[src/sv/assert_macros.svh]
// Assertion macros shared by the RTL
`ifndef ASSERT_MACROS_SVH
`define ASSERT_MACROS_SVH

// Property must hold at every rising edge outside reset
`define ASSERT_CLK(lbl, clk, rst_n, prop, msg) \
  lbl: assert property (@(posedge clk) disable iff (!rst_n) prop) \
    else $error(msg);

// Condition must never be seen at a rising edge outside reset
`define ASSERT_NEVER(lbl, clk, rst_n, cond, msg) \
  lbl: assert property (@(posedge clk) disable iff (!rst_n) !(cond)) \
    else $error(msg);

`endif

[src/sv/ipwd_pkg.sv]
// Shared types and constants of the IR pulse width decoder
package ipwd_pkg;

  localparam int unsigned TICK_W    = 8;
  localparam int unsigned CODE_W    = 12;
  localparam int unsigned CFG_IDX_W = 2;

  localparam logic [TICK_W-1:0] TICK_MAX = '1;

  // register indexes
  localparam logic [CFG_IDX_W-1:0] REG_ONE_MIN  = 2'd0;
  localparam logic [CFG_IDX_W-1:0] REG_ONE_MAX  = 2'd1;
  localparam logic [CFG_IDX_W-1:0] REG_FRAME_TO = 2'd2;

  // register reset values
  localparam logic [TICK_W-1:0] RST_ONE_MIN  = 8'd11;
  localparam logic [TICK_W-1:0] RST_ONE_MAX  = 8'd16;
  localparam logic [TICK_W-1:0] RST_FRAME_TO = 8'd50;

  // input commands
  localparam logic CMD_TICK = 1'b0;
  localparam logic CMD_EDGE = 1'b1;

  typedef struct packed {
    logic [TICK_W-1:0] one_min;
    logic [TICK_W-1:0] one_max;
    logic [TICK_W-1:0] frame_to;
  } cfg_t;

endpackage

[src/sv/ipwd_cfg_regs.sv]
// Configuration register file of the IR pulse width decoder
module ipwd_cfg_regs (
  input  logic                            clk,
  input  logic                            rst_n,
  input  logic                            cfg_valid,
  output logic                            cfg_ready,
  input  logic [ipwd_pkg::CFG_IDX_W-1:0]  cfg_index,
  input  logic [ipwd_pkg::TICK_W-1:0]     cfg_data,
  output ipwd_pkg::cfg_t                  cfg
);

  ipwd_pkg::cfg_t cfg_r, cfg_nxt;

  assign cfg_ready = 1'b1;
  assign cfg       = cfg_r;

  always_comb begin
    cfg_nxt = cfg_r;
    if (cfg_valid) begin
      case (cfg_index)
        ipwd_pkg::REG_ONE_MIN:  cfg_nxt.one_min  = cfg_data;
        ipwd_pkg::REG_ONE_MAX:  cfg_nxt.one_max  = cfg_data;
        ipwd_pkg::REG_FRAME_TO: cfg_nxt.frame_to = cfg_data;
        default:                cfg_nxt = cfg_r;
      endcase
    end
  end

  always_ff @(posedge clk) begin
    if (!rst_n) begin
      cfg_r.one_min  <= ipwd_pkg::RST_ONE_MIN;
      cfg_r.one_max  <= ipwd_pkg::RST_ONE_MAX;
      cfg_r.frame_to <= ipwd_pkg::RST_FRAME_TO;
    end else begin
      cfg_r <= cfg_nxt;
    end
  end

endmodule

[src/sv/ipwd_core.sv]
// Pulse width capture, frame timeout and window decode
`include "assert_macros.svh"

module ipwd_core #(
  parameter int unsigned CODE_BITS = 12
) (
  input  logic                         clk,
  input  logic                         rst_n,
  input  logic                         step_valid,
  input  logic                         step_cmd,
  input  logic                         step_level,
  input  ipwd_pkg::cfg_t               cfg,
  output logic                         res_valid,
  output logic [ipwd_pkg::CODE_W-1:0]  res_code
);

  localparam int unsigned IDX_W = $clog2(CODE_BITS + 1);
  localparam logic [IDX_W-1:0] IDX_FULL = IDX_W'(CODE_BITS);

  logic [ipwd_pkg::TICK_W-1:0] low_ticks_r, low_ticks_nxt;
  logic [ipwd_pkg::TICK_W-1:0] timeout_left_r, timeout_left_nxt;
  logic [IDX_W-1:0]            width_idx_r, width_idx_nxt;
  logic [ipwd_pkg::TICK_W-1:0] widths_r   [CODE_BITS];
  logic [ipwd_pkg::TICK_W-1:0] widths_nxt [CODE_BITS];

  logic [CODE_BITS-1:0]                 hits;
  logic [CODE_BITS+ipwd_pkg::CODE_W-1:0] hits_ext;
  logic                                 is_tick, is_fall, is_rise;

  assign is_tick = step_valid && (step_cmd == ipwd_pkg::CMD_TICK);
  assign is_fall = step_valid && (step_cmd == ipwd_pkg::CMD_EDGE) && !step_level;
  assign is_rise = step_valid && (step_cmd == ipwd_pkg::CMD_EDGE) && step_level;

  // parallel window compare over every stored width
  always_comb begin
    for (int i = 0; i < CODE_BITS; i++) begin
      hits[i] = (widths_r[i] >= cfg.one_min) && (widths_r[i] <= cfg.one_max);
    end
  end

  // bits past the code width are dropped, missing ones read as zero
  assign hits_ext  = {{ipwd_pkg::CODE_W{1'b0}}, hits};
  assign res_code  = hits_ext[ipwd_pkg::CODE_W-1:0];
  assign res_valid = is_tick && (timeout_left_r == ipwd_pkg::TICK_W'(1));

  always_comb begin
    low_ticks_nxt    = low_ticks_r;
    timeout_left_nxt = timeout_left_r;
    width_idx_nxt    = width_idx_r;
    for (int i = 0; i < CODE_BITS; i++) begin
      widths_nxt[i] = widths_r[i];
    end

    if (is_tick) begin
      if (low_ticks_r != ipwd_pkg::TICK_MAX) begin
        low_ticks_nxt = low_ticks_r + ipwd_pkg::TICK_W'(1);
      end
      if (timeout_left_r != '0) begin
        timeout_left_nxt = timeout_left_r - ipwd_pkg::TICK_W'(1);
      end
    end else if (is_fall) begin
      // new frame restarts the store
      if (timeout_left_r == '0) begin
        width_idx_nxt = '0;
      end
      low_ticks_nxt    = '0;
      timeout_left_nxt = cfg.frame_to;
    end else if (is_rise) begin
      if (width_idx_r < IDX_FULL) begin
        for (int i = 0; i < CODE_BITS; i++) begin
          if (width_idx_r == IDX_W'(i)) begin
            widths_nxt[i] = low_ticks_r;
          end
        end
        width_idx_nxt = width_idx_r + IDX_W'(1);
      end
    end
  end

  always_ff @(posedge clk) begin
    if (!rst_n) begin
      low_ticks_r    <= '0;
      timeout_left_r <= '0;
      width_idx_r    <= '0;
      for (int i = 0; i < CODE_BITS; i++) begin
        widths_r[i] <= '0;
      end
    end else begin
      low_ticks_r    <= low_ticks_nxt;
      timeout_left_r <= timeout_left_nxt;
      width_idx_r    <= width_idx_nxt;
      for (int i = 0; i < CODE_BITS; i++) begin
        widths_r[i] <= widths_nxt[i];
      end
    end
  end

  `ASSERT_CLK(a_idx_bound, clk, rst_n, width_idx_r <= IDX_FULL, "store index past end")
  `ASSERT_CLK(a_res_ends_frame, clk, rst_n, res_valid |=> timeout_left_r == '0, "frame still running after decode")
  `ASSERT_NEVER(a_res_only_tick, clk, rst_n, res_valid && !is_tick, "decode on a non-tick beat")

endmodule

[src/sv/ipwd_out_buf.sv]
// Result register with skid entry
`include "assert_macros.svh"

module ipwd_out_buf (
  input  logic                         clk,
  input  logic                         rst_n,
  input  logic                         push,
  input  logic [ipwd_pkg::CODE_W-1:0]  push_code,
  output logic                         full,
  output logic                         out_valid,
  input  logic                         out_stall,
  output logic [ipwd_pkg::CODE_W-1:0]  out_code
);

  logic                        out_valid_r, out_valid_nxt;
  logic                        skid_valid_r, skid_valid_nxt;
  logic [ipwd_pkg::CODE_W-1:0] out_code_r, out_code_nxt;
  logic [ipwd_pkg::CODE_W-1:0] skid_code_r, skid_code_nxt;
  logic                        pop;

  assign pop       = out_valid_r && !out_stall;
  assign full      = skid_valid_r;
  assign out_valid = out_valid_r;
  assign out_code  = out_code_r;

  always_comb begin
    out_valid_nxt  = out_valid_r;
    skid_valid_nxt = skid_valid_r;
    out_code_nxt   = out_code_r;
    skid_code_nxt  = skid_code_r;
    if (!out_valid_r || pop) begin
      if (skid_valid_r) begin
        out_code_nxt   = skid_code_r;
        out_valid_nxt  = 1'b1;
        skid_valid_nxt = 1'b0;
      end else begin
        out_code_nxt  = push_code;
        out_valid_nxt = push;
      end
    end else if (push) begin
      skid_code_nxt  = push_code;
      skid_valid_nxt = 1'b1;
    end
  end

  always_ff @(posedge clk) begin
    if (!rst_n) begin
      out_valid_r  <= 1'b0;
      skid_valid_r <= 1'b0;
    end else begin
      out_valid_r  <= out_valid_nxt;
      skid_valid_r <= skid_valid_nxt;
    end
    out_code_r  <= out_code_nxt;
    skid_code_r <= skid_code_nxt;
  end

  `ASSERT_CLK(a_skid_behind_out, clk, rst_n, skid_valid_r |-> out_valid_r, "skid holds a beat ahead of an empty output")
  `ASSERT_NEVER(a_no_overflow, clk, rst_n, push && skid_valid_r, "result pushed into a full buffer")

endmodule

[src/sv/ir_pulse_width_decoder.sv]
// A beat waits in the input register; its code then enters the result register or skid entry.
// Throughput: one input beat per cycle, unless the skid entry is full with a beat held.
// Ticks decrement the frame timeout; the decode fires on the tick that takes it from one to zero.
// Reset (rst_n low, synchronous): counters, store index and all stored widths go to zero,
// registers to their defaults (window 11..16, timeout 50); input and result stages empty.
module ir_pulse_width_decoder #(
  parameter int unsigned CODE_BITS = 12
) (
  input  logic                            clk,
  input  logic                            rst_n,
  // input channel
  input  logic                            in_valid,
  output logic                            in_stall,
  input  logic                            in_cmd,
  input  logic                            in_level,
  // result channel
  output logic                            out_valid,
  input  logic                            out_stall,
  output logic [ipwd_pkg::CODE_W-1:0]     out_code,
  // configuration write channel
  input  logic                            cfg_valid,
  output logic                            cfg_ready,
  input  logic [ipwd_pkg::CFG_IDX_W-1:0]  cfg_index,
  input  logic [ipwd_pkg::TICK_W-1:0]     cfg_data
);

  ipwd_pkg::cfg_t              cfg;
  logic                        in_valid_r, in_valid_nxt;
  logic                        in_cmd_r, in_level_r;
  logic                        buf_full;
  logic                        advance;
  logic                        in_accept;
  logic                        res_valid;
  logic [ipwd_pkg::CODE_W-1:0] res_code;

  // The held beat moves on whenever the skid entry is free: the buffer then
  // has room for at least one more result, and one beat makes at most one.
  assign advance   = in_valid_r && !buf_full;
  assign in_stall  = in_valid_r && buf_full;
  assign in_accept = in_valid && !in_stall;

  always_comb begin
    in_valid_nxt = in_valid_r;
    if (in_accept) begin
      in_valid_nxt = 1'b1;
    end else if (advance) begin
      in_valid_nxt = 1'b0;
    end
  end

  // input register: control cleared on reset, payload loaded on accept and never reset
  always_ff @(posedge clk) begin
    if (!rst_n) begin
      in_valid_r <= 1'b0;
    end else begin
      in_valid_r <= in_valid_nxt;
    end
    if (in_accept) begin
      in_cmd_r   <= in_cmd;
      in_level_r <= in_level;
    end
  end

  ipwd_cfg_regs u_cfg (
    .clk       (clk),
    .rst_n     (rst_n),
    .cfg_valid (cfg_valid),
    .cfg_ready (cfg_ready),
    .cfg_index (cfg_index),
    .cfg_data  (cfg_data),
    .cfg       (cfg)
  );

  // state update and decode for the held beat
  ipwd_core #(
    .CODE_BITS (CODE_BITS)
  ) u_core (
    .clk        (clk),
    .rst_n      (rst_n),
    .step_valid (advance),
    .step_cmd   (in_cmd_r),
    .step_level (in_level_r),
    .cfg        (cfg),
    .res_valid  (res_valid),
    .res_code   (res_code)
  );

  ipwd_out_buf u_out (
    .clk       (clk),
    .rst_n     (rst_n),
    .push      (res_valid),
    .push_code (res_code),
    .full      (buf_full),
    .out_valid (out_valid),
    .out_stall (out_stall),
    .out_code  (out_code)
  );

endmodule
[config.mk]
export PLATFORM = sky130hd
export DESIGN_NAME = ir_pulse_width_decoder
export DESIGN_NICKNAME = d
export VERILOG_FILES = /design/src/sv/ipwd_pkg.sv /design/src/sv/ipwd_cfg_regs.sv /design/src/sv/ipwd_core.sv /design/src/sv/ipwd_out_buf.sv /design/src/sv/ir_pulse_width_decoder.sv
export VERILOG_INCLUDE_DIRS = /design/src /design/src/sv
export SDC_FILE = /design/constraint.sdc
export NUM_CORES = 1
export LEC_CHECK = 0
export BUFFER_PORTS_ARGS = -buffer_cell sky130_fd_sc_hd__buf_2
export CORE_MARGIN = 2
export CORE_UTILIZATION = 55
export CTS_CLUSTER_DIAMETER = 200
export CTS_CLUSTER_SIZE = 30
export DETAILED_ROUTE_END_ITERATION = 12
export PLACE_DENSITY = 0.84
export SETUP_SLACK_MARGIN = 0.02
export SLEW_MARGIN = 10
export SYNTH_ARGS = -nofsm -noshare
export SYNTH_HDL_FRONTEND = slang
export SYNTH_SLANG_ARGS = --single-unit
export TNS_END_PERCENT = 5
[constraint.sdc]
create_clock -name clk -period 1.9 [get_ports clk]
set_input_delay 0.095 -clock clk [delete_from_list [all_inputs] [get_ports clk]]
set_output_delay 0.095 -clock clk [all_outputs]
set_load 0.005 [all_outputs]
==> flow_metrics.env <==
export IMPL_placedCellCount=1420
export IMPL_violations="negative setup slack"
export IMPL_status="finished with violations"
export IMPL_synth_net_count=1296
export IMPL_clockBufferDepth=2
export IMPL_cts_buffers=17
export IMPL_total_leakage_power_uw=0.00627
export IMPL_root_buffer="sky130_fd_sc_hd__clkbuf_16"
export IMPL_dr_first_iter_drc_count=742
export IMPL_synthArstFlopShare=0
export IMPL_critical_path_class="flip-flop to flip-flop"
export IMPL_grt_max_degree=49
export IMPL_number_of_antenna_violations_at_the_first_check_in_global_routing=0
export IMPL_worstMarginPinSlew_ns=0.551
export IMPL_post_synth_main_area_contributors="sky130_fd_sc_hd__dfxtp_1 26%, sky130_fd_sc_hd__ha_1 23%, sky130_fd_sc_hd__mux2i_1 10%, sky130_fd_sc_hd__nor2b_1 7.3%, sky130_fd_sc_hd__edfxtp_1 7.1%"
export IMPL_combinational_family_with_the_most_area_after_synthesis="adder cells"
export IMPL_drv_max_cap_violation_count=0
export IMPL_rsz0062_at_grt="true"
export IMPL_syn_area_per_cell_um2=10.2
export IMPL_setup_slack_ns=-0.209
export IMPL_n_fill_cell=1302
export IMPL_worstHoldPathType="input pin to flip-flop"
export IMPL_synth_compound_gate_area_share=0.128
export IMPL_cp_data_required_time_ns=2.12
export IMPL_hpwl_reported_at_the_end_of_detailed_placement_um=20700
export IMPL_nets=1417
export IMPL_peakVddDrop_mv=0.638
export IMPL_tritoncts="built"
export IMPL_avgRoutedWirePerCell_um=23.2
export IMPL_layout_drive_gt1_share=0.232
export IMPL_die_y_um=145
export IMPL_timing_clock_skew_ns=0.0107
export IMPL_dieArea_um2=21100
export IMPL_synth_flop_cell="sky130_fd_sc_hd__dfxtp_1"
export IMPL_n_antenna_cell=0
export IMPL_layout_core_utilization=0.696
export IMPL_post_synthesis_share_of_cell_area_spent_on_and_or_nand_and_nor_gates=0.176
export IMPL_global_route_wire_length_before_repair_um=51400
export IMPL_ant_nets=0
export IMPL_rows=51
export IMPL_cts_sinks=169
export IMPL_netlist_cell_type_count=66
export IMPL_ys_seq_area_frac=0.332
export IMPL_synthDominantAreaCellType="sky130_fd_sc_hd__dfxtp_1"
export IMPL_share_of_the_synthesized_area_in_the_top_cell_type=0.261
export IMPL_finalWeightedCongestion=0.912
export IMPL_floorplan_core_area_um2=19500
export IMPL_finalWorstPathRequiredPeriod_ns=2.11
export IMPL_slew_viol_final=0
export IMPL_yosys_cell_count_top_type="sky130_fd_sc_hd__ha_1"
export IMPL_clk_slew_on_worst_s_h_paths_ns=0.07
export IMPL_stdcell_count=1478
export IMPL_htreeDepth=4
export IMPL_drt_pre_antenna_iters=7
export IMPL_floorplan_initialDensity=0.563
export IMPL_synth_top_cells_by_count="200 x sky130_fd_sc_hd__ha_1, 143 x sky130_fd_sc_hd__dfxtp_1, 129 x sky130_fd_sc_hd__nor2b_1, 112 x sky130_fd_sc_hd__mux2i_1, 55 x sky130_fd_sc_hd__a21oi_1"
export IMPL_mapped_cell_area_um2=11000
export IMPL_critical_path_startpoint_type="flip-flop"
export IMPL_relSlewSlack=0.631
export IMPL_final_setup_viol_count=19
export IMPL_vias_per_cell=6.44
export IMPL_report_final_hold_viol_count=0
export IMPL_die_width_um=145
export IMPL_final_min_period_over_clock_period=1.11
export IMPL_mux_contribution_to_synthesized_area=0.103
export IMPL_max_freq_ghz=0.474
export IMPL_setup_worst_path_end_class="flip-flop"
export IMPL_synth_edf_count=26
export IMPL_total_vias_in_the_final_route=9513
export IMPL_globalRoute_totalOverflow=0
export IMPL_power_density_nw_per_um2=590
export IMPL_synth_xor_area_share=0.00399
export IMPL_top_level_ports=32
export IMPL_synth_warning_count=0
export IMPL_first_global_vias=9557
export IMPL_synth_fa_ha_area_frac=0.228
export IMPL_syn_inst=1079
export IMPL_crit_fanout=3
export IMPL_area_delta_synth_final_pct=23.6
export IMPL_drc=0
export IMPL_grt_use_total=0.311
export IMPL_number_of_synthesized_register_bits=169
export IMPL_port_buffers=30
export IMPL_crit_path_arrival_time_ns=2.33
export IMPL_wirelength_um=34300
export IMPL_clk_insertion_delay_late_ns=0.45
[critical path: stages (launching register included)]
cell and delay [ns]:
sky130_fd_sc_hd__dfxtp_1 0.34, sky130_fd_sc_hd__inv_1 0.12, sky130_fd_sc_hd__ha_1 0.38, sky130_fd_sc_hd__a21oi_1 0.23, sky130_fd_sc_hd__o21ai_0 0.17, sky130_fd_sc_hd__o22a_1 0.30
sky130_fd_sc_hd__o31ai_2 0.35
[worst paths after layout]
kind	from	to	slack [ns]	cells past startpoint
hold / removal	rst_n	u_cfg.cfg[5]	0.05	2
hold reg to reg	u_core.timeout_left_r[6]	u_core.timeout_left_r[6]	0.49	2
setup / recovery	u_cfg.cfg[15]	u_out.out_code[10]	-0.21	6
setup reg to reg	u_cfg.cfg[15]	u_out.out_code[10]	-0.21	6
[placed cells by master, fill, tap and decap left out, drive strengths merged, types with 6 or more instances in the layout]
cell | netlist | routed
edfxtp | 26 | 26
o21ai | 23 | 23
clkbuf | 31 | 21
nor2 | 35 | 35
o32a | 10 | 10
o211ai | 16 | 16
a211oi | 13 | 13
nand4 | 24 | 24
o21bai | 10 | 10
dfxtp | 143 | 143
a21boi | 14 | 14
a221o | 10 | 10
nand2 | 38 | 38
nand3 | 32 | 32
mux2i | 112 | 112
o31ai | 12 | 12
a21oi | 56 | 56
and3 | 11 | 11
ha | 200 | 200
nor2b | 129 | 129
nand2b | 12 | 12
dlygate4sd3 | 0 | 11
inv | 31 | 36
nor3 | 6 | 6
a31oi | 13 | 13
a21o | 10 | 10
buf | 8 | 130
[state kept, by name (all words and copies together) (netlist names)]
register and flops:
u_out.out_code 12, u_out.full 1, in_valid_r 1, in_cmd_r 1
u_cfg.cfg 24, u_core.widths_r 96, u_core.timeout_left_r 8, in_level_r 1
u_core.width_idx_r 4, u_out.out_valid 1, u_core.low_ticks_r 8, u_out.skid_code_r 12
[metrics by stage]
| step | setup WS (ns) | setup TNS, ns | hold slack [ns] | cell area, um2 | total power, uW |
|---|---|---|---|---|---|
| 6_report | -0.209 | -1.04 | 0.0537 | 13600 | 8010 |
| 5_1_grt | -0.160 | -2.22 | 0.0571 | 13600 | 8220 |
| 4_1_cts | -0.0360 | -0.198 | 0.0407 | 13300 | 7930 |
| 3_5_place_dp | -0.158 | -2.16 | 0.284 | 12000 | 4500 |
| 3_3_place_gp | -0.0840 | -0.811 | 0.277 | 12000 | 4470 |
| 2_1_floorplan | -0.0702 | -0.115 | 0.194 | 11000 | 4220 |
[repair_timing]
| action | in CTS | in global routing |
|---|---|---|
| setup buffers | 7 | 5 |
| hold buffers | 11 | 0 |
| pin swaps | 33 | 22 |
| endpoints found under the setup margin | 101 | 122 |
| cloned | 3 | 0 |
| resized for setup | 74 | 52 |
| endpoints found under the hold margin | 22 | 0 |
[metal layers]
layer | wire length, um | vias up | GRT usage
met4 | 2370 | 0 | 0.205
li1 | - | 4255 | -
met1 | 13200 | 4559 | 0.375
met3 | 2810 | 189 | 0.0679
met2 | 16000 | 510 | 0.502
met5 | 0 | - | 0
[report_power, final]
group / switching [uW] / internal [uW] / total [uW] / leakage, uW
Combinational: 486 / 436 / 922 / 0.00456
Clock: 1560 / 1840 / 3400 / 0.000280
Sequential: 34.4 / 3650 / 3690 / 0.00144
Total: 2090 / 5930 / 8010 / 0.00627
[layout make-up]
cell class | count | area [um2] | share of cell area
clock inverters | 11 | 85.1 | 0.00626
inverters | 31 | 124 | 0.00912
multi-input cells | 840 | 7620 | 0.561
flip-flops and latches | 169 | 3660 | 0.270
well taps | 265 | 332 | 0.0244
repair buffers | 141 | 1280 | 0.0944
clock buffers | 21 | 482 | 0.0355
[kinds of logic after synthesis]
family | count (synthesis)
XOR/XNOR | 5
adder cells (fa/ha/maj) | 200
buffers and inverters | 70
AND/OR/NAND/NOR | 317
flip-flops | 169
multiplexers | 113
other | 1
AO/OA/AOI/OAI | 204
Note: power is estimated with default switching activity, not from simulation.
